File: config.mk
export PLATFORM = sky130hd
export DESIGN_NAME = decimal_chop_round_top
export DESIGN_NICKNAME = d
export VERILOG_FILES = /design/src/design/dcr_pkg.sv /design/src/design/dcr_ctrl.sv /design/src/design/dcr_dp.sv /design/src/design/decimal_chop_round_top.sv
export VERILOG_INCLUDE_DIRS = /design/src /design/src/design
export SDC_FILE = /design/constraint.sdc
export NUM_CORES = 1
export LEC_CHECK = 0
export CAP_MARGIN = 20
export CORE_ASPECT_RATIO = 0.7
export CORE_MARGIN = 10
export CORE_UTILIZATION = 34
export DETAILED_ROUTE_END_ITERATION = 7
export DONT_BUFFER_PORTS = 1
export PLACE_DENSITY = 0.51
export SYNTH_ARGS = -nofsm -noshare
export SYNTH_HDL_FRONTEND = slang
export SYNTH_SLANG_ARGS = --single-unit
File: constraint.sdc
create_clock -name clk -period 6.4 [get_ports clk]
set_clock_uncertainty 0.15 [all_clocks]
set_input_delay 0.32 -clock clk [delete_from_list [all_inputs] [get_ports clk]]
set_output_delay 0.32 -clock clk [all_outputs]
set_load 0.01 [all_outputs]
File: src/design/decimal_chop_round_top_assert.svh
// Assertion macros shared by the decimal chop and round block
`ifndef DECIMAL_CHOP_ROUND_TOP_ASSERT_SVH
`define DECIMAL_CHOP_ROUND_TOP_ASSERT_SVH

// same-cycle implication, checked outside reset
`define DCR_ASSERT_NOW(lbl, ck, rn, ante, cons) \
	lbl: assert property (@(posedge ck) disable iff (!rn) (ante) |-> (cons)) \
		else $error("assertion failed: same-cycle check");

// next-cycle implication, checked outside reset
`define DCR_ASSERT_NEXT(lbl, ck, rn, ante, cons) \
	lbl: assert property (@(posedge ck) disable iff (!rn) (ante) |=> (cons)) \
		else $error("assertion failed: next-cycle check");

`endif

File: src/design/dcr_pkg.sv
// Types, constants and power-of-ten tables for the decimal chop and round block
`default_nettype none
package dcr_pkg;

	localparam int VAL_W  = 30;
	localparam int DIG_W  = 4;
	localparam int UNIT_W = 34;
	localparam int BIT_W  = 5;
	localparam int DATA_W = 40;

	localparam logic [VAL_W-1:0] RESULT_MAX = {VAL_W{1'b1}};
	localparam logic [DIG_W-1:0] DIGITS_TOP = 4'd10;

	localparam logic OP_CHOP  = 1'b0;
	localparam logic OP_ROUND = 1'b1;

	typedef struct packed {
		logic load;
		logic cnt_step;
		logic div_init;
		logic div_step;
		logic finish;
	} dcr_cmd_t;

	typedef struct packed {
		logic cnt_done;
		logic keep_ge;
		logic div_last;
	} dcr_stat_t;

	// 10^n for n up to 10; larger n returns 10^10, above any 30-bit value
	function automatic logic [UNIT_W-1:0] pow10(input logic [DIG_W-1:0] n);
		logic [UNIT_W-1:0] p;
		unique case (n)
			4'd0:    p = 34'd1;
			4'd1:    p = 34'd10;
			4'd2:    p = 34'd100;
			4'd3:    p = 34'd1000;
			4'd4:    p = 34'd10000;
			4'd5:    p = 34'd100000;
			4'd6:    p = 34'd1000000;
			4'd7:    p = 34'd10000000;
			4'd8:    p = 34'd100000000;
			4'd9:    p = 34'd1000000000;
			default: p = 34'd10000000000;
		endcase
		return p;
	endfunction

	// elaboration-time 10^n in 64 bits
	function automatic logic [63:0] pow10_wide(input int n);
		logic [63:0] p;
		p = 64'd1;
		for (int i = 0; i < n; i++)
			p = p * 64'd10;
		return p;
	endfunction

endpackage
`default_nettype wire

File: src/design/dcr_ctrl.sv
// Sequencer for digit count, remainder division and result hand-off
`default_nettype none
module dcr_ctrl (
	input  wire logic              clk,
	input  wire logic              arst_n,
	input  wire logic              s_tvalid,
	output logic                   s_tready,
	output logic                   m_tvalid,
	input  wire logic              m_tready,
	output dcr_pkg::dcr_cmd_t      cmd,
	input  wire dcr_pkg::dcr_stat_t stat
);
	import dcr_pkg::*;

	typedef enum logic [2:0] {
		ST_IDLE,
		ST_COUNT,
		ST_SETUP,
		ST_DIV,
		ST_FIN
	} state_t;

	state_t state_q;
	logic   out_free;

	assign out_free = !m_tvalid || m_tready;
	assign s_tready = (state_q == ST_IDLE);

	always_comb begin
		cmd          = '0;
		cmd.load     = (state_q == ST_IDLE) && s_tvalid;
		cmd.cnt_step = (state_q == ST_COUNT) && !stat.cnt_done;
		cmd.div_init = (state_q == ST_SETUP);
		cmd.div_step = (state_q == ST_DIV);
		cmd.finish   = (state_q == ST_FIN) && out_free;
	end

	always_ff @(posedge clk or negedge arst_n) begin
		if (!arst_n) begin
			state_q  <= ST_IDLE;
			m_tvalid <= 1'b0;
		end else begin
			if (cmd.finish)
				m_tvalid <= 1'b1;
			else if (m_tready)
				m_tvalid <= 1'b0;
			unique case (state_q)
				ST_IDLE: begin
					if (s_tvalid)
						state_q <= ST_COUNT;
				end
				ST_COUNT: begin
					if (stat.cnt_done)
						state_q <= stat.keep_ge ? ST_FIN : ST_SETUP;
				end
				ST_SETUP: state_q <= ST_DIV;
				ST_DIV: begin
					if (stat.div_last)
						state_q <= ST_FIN;
				end
				ST_FIN: begin
					// hold until the output register is free
					if (out_free)
						state_q <= ST_IDLE;
				end
				default: state_q <= ST_IDLE;
			endcase
		end
	end

endmodule
`default_nettype wire

File: src/design/dcr_dp.sv
// Datapath: input saturation, digit counter, bit-serial remainder, and chop or rounding
`default_nettype none
module dcr_dp #(
	parameter int MAX_DIGITS = 9
) (
	input  wire logic                      clk,
	input  wire logic                      in_op,
	input  wire logic [dcr_pkg::VAL_W-1:0] in_value,
	input  wire logic [dcr_pkg::DIG_W-1:0] in_keep,
	input  wire dcr_pkg::dcr_cmd_t         cmd,
	output dcr_pkg::dcr_stat_t             stat,
	output logic [dcr_pkg::VAL_W-1:0]      result_value,
	output logic [dcr_pkg::DIG_W-1:0]      digit_count
);
	import dcr_pkg::*;

	localparam logic [63:0] LIMIT = pow10_wide(MAX_DIGITS) - 64'd1;

	logic [VAL_W-1:0]  val_q;
	logic              op_q;
	logic [DIG_W-1:0]  keep_q;
	logic [DIG_W-1:0]  k_q;
	logic [DIG_W-1:0]  digits_q;
	logic [UNIT_W-1:0] unit_q;
	logic [VAL_W-1:0]  rem_q;
	logic [BIT_W-1:0]  bit_q;

	logic [VAL_W-1:0]  sat_val;
	logic [VAL_W:0]    shifted;
	logic              sub_ok;
	logic [UNIT_W-1:0] sub_res;
	logic [VAL_W-1:0]  base;
	logic              round_up;
	logic [UNIT_W:0]   sum;
	logic [VAL_W-1:0]  fin_val;

	assign sat_val = ({34'd0, in_value} > LIMIT) ? LIMIT[VAL_W-1:0] : in_value;

	assign stat.cnt_done = (k_q == DIGITS_TOP) || ({4'd0, val_q} < pow10(k_q));
	assign stat.keep_ge  = (keep_q >= digits_q);
	assign stat.div_last = (bit_q == '0);

	// restoring step: shift in the next value bit, subtract the unit if it fits
	assign shifted = {rem_q, val_q[bit_q]};
	assign sub_ok  = ({3'd0, shifted} >= unit_q);
	assign sub_res = {3'd0, shifted} - unit_q;

	assign base     = val_q - rem_q;
	assign round_up = (op_q == OP_ROUND) && ({3'd0, rem_q, 1'b0} >= unit_q);
	assign sum      = {5'd0, base} + {1'b0, unit_q};

	always_comb begin
		if (stat.keep_ge)
			fin_val = val_q;
		else if (!round_up)
			fin_val = base;
		else if (sum > {5'd0, RESULT_MAX})
			fin_val = RESULT_MAX;
		else
			fin_val = sum[VAL_W-1:0];
	end

	always_ff @(posedge clk) begin
		if (cmd.load) begin
			val_q    <= sat_val;
			op_q     <= in_op;
			keep_q   <= in_keep;
			k_q      <= '0;
			digits_q <= '0;
		end
		if (cmd.cnt_step) begin
			k_q      <= k_q + 4'd1;
			digits_q <= k_q + 4'd1;
		end
		if (cmd.div_init) begin
			unit_q <= pow10(digits_q - keep_q);
			rem_q  <= '0;
			bit_q  <= BIT_W'(VAL_W - 1);
		end
		if (cmd.div_step) begin
			rem_q <= sub_ok ? sub_res[VAL_W-1:0] : shifted[VAL_W-1:0];
			bit_q <= bit_q - 5'd1;
		end
		if (cmd.finish) begin
			result_value <= fin_val;
			digit_count  <= digits_q;
		end
	end

endmodule
`default_nettype wire

File: src/design/decimal_chop_round_top.sv
// m_tvalid rises after the digit count alone when nothing is cut, else after the division too.
// The digit counter runs first; a setup state then loads the unit, and the
// bit-serial remainder works through the 30 value bits, most significant first.
// One word in flight: the next word is taken once the result is registered and the
// sequencer is back in idle; while the output register is still full, the result waits.
// arst_n clears the sequencer and the output valid; data registers are not reset.
`default_nettype none
`include "decimal_chop_round_top_assert.svh"
module decimal_chop_round_top #(
	parameter int MAX_DIGITS = 9
) (
	input  wire logic        clk,
	input  wire logic        arst_n,
	input  wire logic        s_tvalid,
	output logic             s_tready,
	input  wire logic [39:0] s_tdata,  // value[29:0], keep_digits[33:30], zero pad
	input  wire logic [0:0]  s_tuser,  // op[0]
	output logic             m_tvalid,
	input  wire logic        m_tready,
	output logic [39:0]      m_tdata   // result_value[29:0], digit_count[33:30], zero pad
);
	import dcr_pkg::*;

	dcr_cmd_t         cmd;
	dcr_stat_t        stat;
	logic [VAL_W-1:0] result_value;
	logic [DIG_W-1:0] digit_count;

	dcr_ctrl u_ctrl (
		.clk      (clk),
		.arst_n   (arst_n),
		.s_tvalid (s_tvalid),
		.s_tready (s_tready),
		.m_tvalid (m_tvalid),
		.m_tready (m_tready),
		.cmd      (cmd),
		.stat     (stat)
	);

	dcr_dp #(
		.MAX_DIGITS (MAX_DIGITS)
	) u_dp (
		.clk          (clk),
		.in_op        (s_tuser[0]),
		.in_value     (s_tdata[29:0]),
		.in_keep      (s_tdata[33:30]),
		.cmd          (cmd),
		.stat         (stat),
		.result_value (result_value),
		.digit_count  (digit_count)
	);

	assign m_tdata = {6'd0, digit_count, result_value};

	`DCR_ASSERT_NOW(a_no_overwrite, clk, arst_n, cmd.finish, (!m_tvalid || m_tready))
	`DCR_ASSERT_NEXT(a_one_in_flight, clk, arst_n, (s_tvalid && s_tready), !s_tready)
	`DCR_ASSERT_NOW(a_zero_result, clk, arst_n, (m_tvalid && digit_count == '0), (result_value == '0))

endmodule
`default_nettype wire
# Yosys cells after proc, flatten, opt, wreduce, memory -nomap -nowiden
# Memories as Yosys holds them, arrays and structs flattened. A register that Yosys moved wholly into a read port is not among the register bits.
# Cells that the tools add are included.
# totals
memories,2
rom_bits,1024
input_bits,45
word_cells,70
out_inout_bits,42
latchBits,0
reg_bits,146
mem_bits_rw,0
# op_classes
eq_ne,9
div_mod_pow,0
addsub,6
order_cmp,7
bitwise,0
muxes,21
shift,0
n_reduce_logical,14
n_mul,0
# mem_list
memory,depth,word_bits,rd,rd_ports_with_merged_regs,write_ports,line_no,source
(no name shown),16,32,1,1,0,dcr_pkg.sv:34,unique case (n)
(no name shown),16,32,1,1,0,dcr_pkg.sv:34,
# ops
op,count
$mux W30,6
$ge A31 B34 Y1,2
$sub A30 B30 Y30,2
$add A30 B34 Y35,1
$gt A35 B30 Y1 const B,1
$lt A30 B34 Y1,1
$gt A30 B30 Y1 const B,1
$mux W3,5
$pmux W3 S5,1
$mux W4,3
$mux W5,2
$eq A3 B2 Y1 const B,2
$lt A5 B6 Y1 const B,1
$ne A2 B1 Y1 const B,3
$reduce_bool A2 Y1,3
$bmux W1 S5,1
$logic_not A5 Y1,1
$sub A5 B1 Y5 const B,1
$add A4 B1 Y4 const B,1
$eq A4 B4 Y1 const B,1
$ge A4 B4 Y1,1
$logic_and A1 B1 Y1,4
$reduce_and A4 Y1,1
$sub A4 B4 Y4,1
7 further kinds,11

# Depth between registers and ports, before layout
# depth
word_depth,6
depth_mapped,23
mapped_depth_nobuf,22

# Cells and area by module
# Synthesis repeated with hierarchy kept, for this count alone.
# hier_totals
hier_cells,1466
hier_area_um2,13340.3
# modules_own_cells
mod,area_per_inst_um2,cells_each,seq_area_each_um2,n_inst
dcr_dp,13015.0,1429,4544.4,1
dcr_ctrl,276.5,30,100.1,1
decimal_chop_round_top,48.8,7,0.0,1

# Least setup slack after synthesis
# OpenSTA, ideal clock, no wires.
# synth_timing
path_kind,register to register
from,register u_dp.rem_q[0]
to,"register u_dp.result_value[29] (netlist bit), data pin"
setup_time_ns,0.256
required_ns,5.994
stages_incl_launch_ff,23
n_path_buf,2
period_less_slack_ns,4.615
arrival_time_ns,4.209
slack_ns,1.785
cell_sequence,edfxtp_1 ha_1 fa_1 nor2b_1 o31a_1 o21ai_0 o21ai_0 a41oi_1 o21ai_0 a21oi_1 xnor2_1 ha_1 clkbuf_1 nand2_1 o21bai_1 nor3b_1 nor2_1 a41oi_1 nor3b_1 o211ai_1 buf_2 o32a_1 o22a_1
# synth_via
elab_chain_len,6
elab_cells_between_ends,8
cone_classes,add/sub (2); order compare (2); mux (3); reduce/logical (1)
# synth_rtl
item,line_no,source
"start, declared",dcr_dp.sv:25,logic [VAL_W-1:0] rem_q;
"start signal, assigned",dcr_dp.sv:81,rem_q <= sub_ok ? sub_res[VAL_W-1:0] : shifted[VAL_W-1:0];
$sub A30 B30 Y30,dcr_dp.sv:48,assign base = val_q - rem_q;
$add A30 B34 Y35,dcr_dp.sv:50,"assign sum = {5'd0, base} + {1'b0, unit_q};"
$gt A35 B30 Y1,dcr_dp.sv:57,"else if (sum > {5'd0, RESULT_MAX})"
$mux W30,dcr_dp.sv:57,
$mux W30 (*),dcr_dp.sv:55,else if (!round_up)
$mux W30 (*),dcr_dp.sv:53,if (stat.keep_ge)
net u_dp.fin_val[29],dcr_dp.sv:35,logic [VAL_W-1:0] fin_val;
"end signal, assigned",dcr_dp.sv:85,result_value <= fin_val;
"end, declared",dcr_dp.sv:12,"output logic [dcr_pkg::VAL_W-1:0] result_value,"
# The timed path passes the listed nets; every way through them passes the cells marked *.
# A chain may end at the register's enable or synchronous reset.

# Worst setup path after layout
# layout_timing
from,register u_dp.bit_q[0]
to,"register u_dp.rem_q[28], data pin"
# layout_via
elab_chain_len,5
elab_cells_between_ends,6
cone_classes,add/sub (1); order compare (1); mux (4)
# layout_rtl
item,line_no,source
"start, declared",dcr_dp.sv:26,logic [BIT_W-1:0] bit_q;
"start signal, assigned",dcr_dp.sv:78,bit_q <= BIT_W'(VAL_W - 1);
"start signal, assigned",dcr_dp.sv:82,bit_q <= bit_q - 5'd1;
$bmux W1 S5 (*),dcr_dp.sv:44,"assign shifted = {rem_q, val_q[bit_q]};"
$mux W1 (not written as such) (*),dcr_dp.sv:44,
$sub A30 B30 Y30 or $ge A31 B34 Y1 (tied branches),"dcr_dp.sv:46, dcr_dp.sv:45",
$mux W30 (*),dcr_dp.sv:81,
$mux W30 (*),dcr_dp.sv:80,if (cmd.div_step) begin
# Every way passes the cells marked *; elsewhere a longest branch is shown, timed or not. The select of a mux whose other input is x is not followed.

==> metrics.md <==
| Metric | Value |
|---|---|
| CTS HTree Levels | 4 |
| First-pass DRT Iterations | 5 |
| Clock transition at path regs | 0.07 ns |
| Most used DFF post-synth | edfxtp_1 |
| Distinct cells, synth | slightly below 80 |
| Tmin final | 5.89 ns |
| Reg area | ~0.0046 mm^2 |
| Arr. time, crit path | 5.94 ns |
| First-pass GRT wire length | around 60 mm |
| Final ANT Viol Nets | 0 |
| Clock root buffer | clkbuf_16 |
| Largest net degree at the start of global routing | 63 |
| Avg Inst Size Synth | ~9 um^2 |
| Top Ports | 87 |
| Design area | 0.0144 mm^2 |
| Worst slew pin tran | 1.07 ns |
| Multi-input logic area | 0.00760 mm^2 |
| Area of the mapped netlist | ~0.013 mm^2 |
| Clock Path Buffers | 2 |
| Area leader, netlist | edfxtp_1 |
| CP endpoint kind | flop |
| Cells after synthesis | approximately 1,400 |
| Vias | about 11,000 |
| # resized after CTS | 0 |
| CTS tree | built |
| Grt ovf | 0 |
| Crit path launch type | flop |
| Dpl cell area | roughly 0.013 mm^2 |
| Die Wd | between 200 and 300 um |
| Post-synth top area share | 31.3% |
| Top post-synthesis cells by area | edfxtp_1 (31%), ha_1 (14%), a21oi_1 (4.2%) |
| Port buffer count | 0 |
| Setup Buffers After CTS | 0 |
| Final hold violation count | 0 |
| Max Clk Rate | 0.170 GHz |
| Remaining DRCs | 0 |
| Post-synth EDFFs | 134 |
| Hpwl dp | 31.3 mm |
| TritonCTS Buffers | 17 |
| CP required | 6.44 ns |
| Max-cap check violation count | 0 |
| Routed len/inst | around 21 um |
| Critical path class | reg2reg |
| Die H | 183 um |
| RSZ-0062 raised after global routing | false |
| Final period utilization | just over 90% |
| Setup violations, final | 0 |
| Iteration-0 DRC Markers | approximately 920 |
| Final WL | between 30 and 40 mm |
| Hold crit path type | in2reg |
| GPL Wtd Cong | ~0.9 |
| Setup TNS | 0 ns |
| Layout cells sized above 1 | 7.00% |
| Rel. slew slack | between 20% and 30% |
| Outcome | completed |
| Max Slew Vio Count | 0 |
| Clk sinks | about 160 |
| Via-per-instance ratio | 5.50 |
| Yosys warns | 0 |
| FFs w/ async S/R, synth | around 2.4% |
| DIE AREA | about 0.046 mm^2 |
| Vias in the first global route | roughly 9,900 |
| Starting Density | 34.5% |
| Clk_lat worst skew | approximately 0.45 ns |
| Hold buffers post-CTS | 39 |
| Core Area | between 0.03 and 0.04 mm^2 |
| Yosys reg bits | about 160 |
| Seq/Total Area, Yosys | a little over a third |
| Worst-path maximum fanout | 11 |
| Total Routing Usage GR | roughly 17% |
| Antenna violations before repair | 0 |
| Placement Rows | 59 |
| Nets | 1,621 |
| Area added between synthesis and finish | 11.8% |
| Layout fillers | roughly 3,800 |
-- synth_stat cells (22+ instances only) --
cell / number
or2_2: 26
dfxtp_1: 26
nand3_1: 25
ha_1: 142
inv_1: 116
nor2b_1: 23
o22ai_1: 31
a21oi_1: 108
nand2_1: 101
xnor2_1: 52
nor2_1: 125
o21ai_0: 88
clkbuf_1: 35
a21o_1: 57
a211oi_1: 22
xor2_1: 31
edfxtp_1: 134
-- final cells by class --
| class | count | share of cell area (%) |
|---|---|---|
| Tap cell | 488 | 4.25 |
| Sequential cell | 164 | 32.3 |
| Multi-Input combinational cell | 1079 | 52.9 |
| Inverter | 117 | 3.06 |
| Timing Repair Buffer | 51 | 3.34 |
| Antenna cell | 1 | 0.0174 |
| Clock inverter | 13 | 0.949 |
| Clock buffer | 19 | 3.16 |
-- metrics by stage --
stage / hold slack [ns] / worst slack [ns] / util [%] / cells
CTS: 0.00753 / 0.695 / 38.6 / 1931
global placement: -0.125 / 0.795 / 36.0 / 1860
floorplan: -0.126 / 1.78 / - / 1410
finish: 0.0268 / 0.508 / 38.6 / 1932
global route: 0.0211 / 0.256 / 38.6 / 1931
detailed placement: -0.125 / 0.773 / 36.0 / 1860
-- per-layer routing --
metal	global-route usage, %	vias up	routed length (um)
met4	3.55	0	503
met2	22.4	335	15500
met3	4.71	33	3010
met1	26.3	5071	20900
li1	-	5186	-
met5	0	-	0
-- kinds of logic after synthesis --
group	share of synthesized area, %
muxes	1.82
and+or+nand+nor	15.4
AOI/OAI and AO/OA	21.3
xor gates and xnor gates	5.66
DFF	36.1
other	0.0292
buffers and inverters	5.13
adders and majority gates	14.4
-- critical path, cell delays in order (launching register included) --
cell	delay, ns
edfxtp_1	0.84
mux4_2	0.60
mux4_2	0.53
mux2i_1	0.36
ha_1	0.39
fa_1	0.48
nand2b_1	0.18
a21boi_0	0.12
o21a_1	0.23
o311a_1	0.36
o31ai_1	0.68
a31o_2	0.28
a21oi_1	0.08
xor2_1	0.14
a21oi_1	0.14
nor2_1	0.05
-- path summary, 6_finish.rpt --
path / start / endpoint / slack (ns) / cells after the start
max in group asynchronous: arst_n / u_ctrl.state_q[1] / 5.40 / 2
max reg2reg: u_dp.bit_q[0] / u_dp.rem_q[28] / 0.51 / 15
min in group asynchronous: arst_n / u_ctrl.m_tvalid / 0.53 / 2
max: u_dp.bit_q[0] / u_dp.rem_q[28] / 0.51 / 15
min reg2reg: u_ctrl.m_tvalid / u_ctrl.m_tvalid / 0.45 / 2
min: s_tdata[29] / u_dp.val_q[26] / 0.03 / 2
-- cell usage in the layout, fill, tap and decap left out, types with 18 or more instances in the layout --
master         netlist  routed
or2_2               26      26
a211oi_1            22      22
nor2_1             125     125
a31oi_1             19      19
dlygate4sd3_1        0      39
a21o_1              57      57
dfxtp_1             26      26
xor2_1              31      31
ha_1               142     142
o22ai_1             31      31
a21oi_1            108     108
clkbuf_16            0      18
o21a_1              18      18
inv_1              116     116
nor2b_1             23      21
nand4_1             18      18
nand3_1             25      25
nand2_1            101     101
nor3_1              19      19
xnor2_1             52      52
o21ai_0             88      88
edfxtp_1           134     134
Power is not shown: default switching activity piles up to over one toggle a cycle in this logic, so the estimate is an artifact.
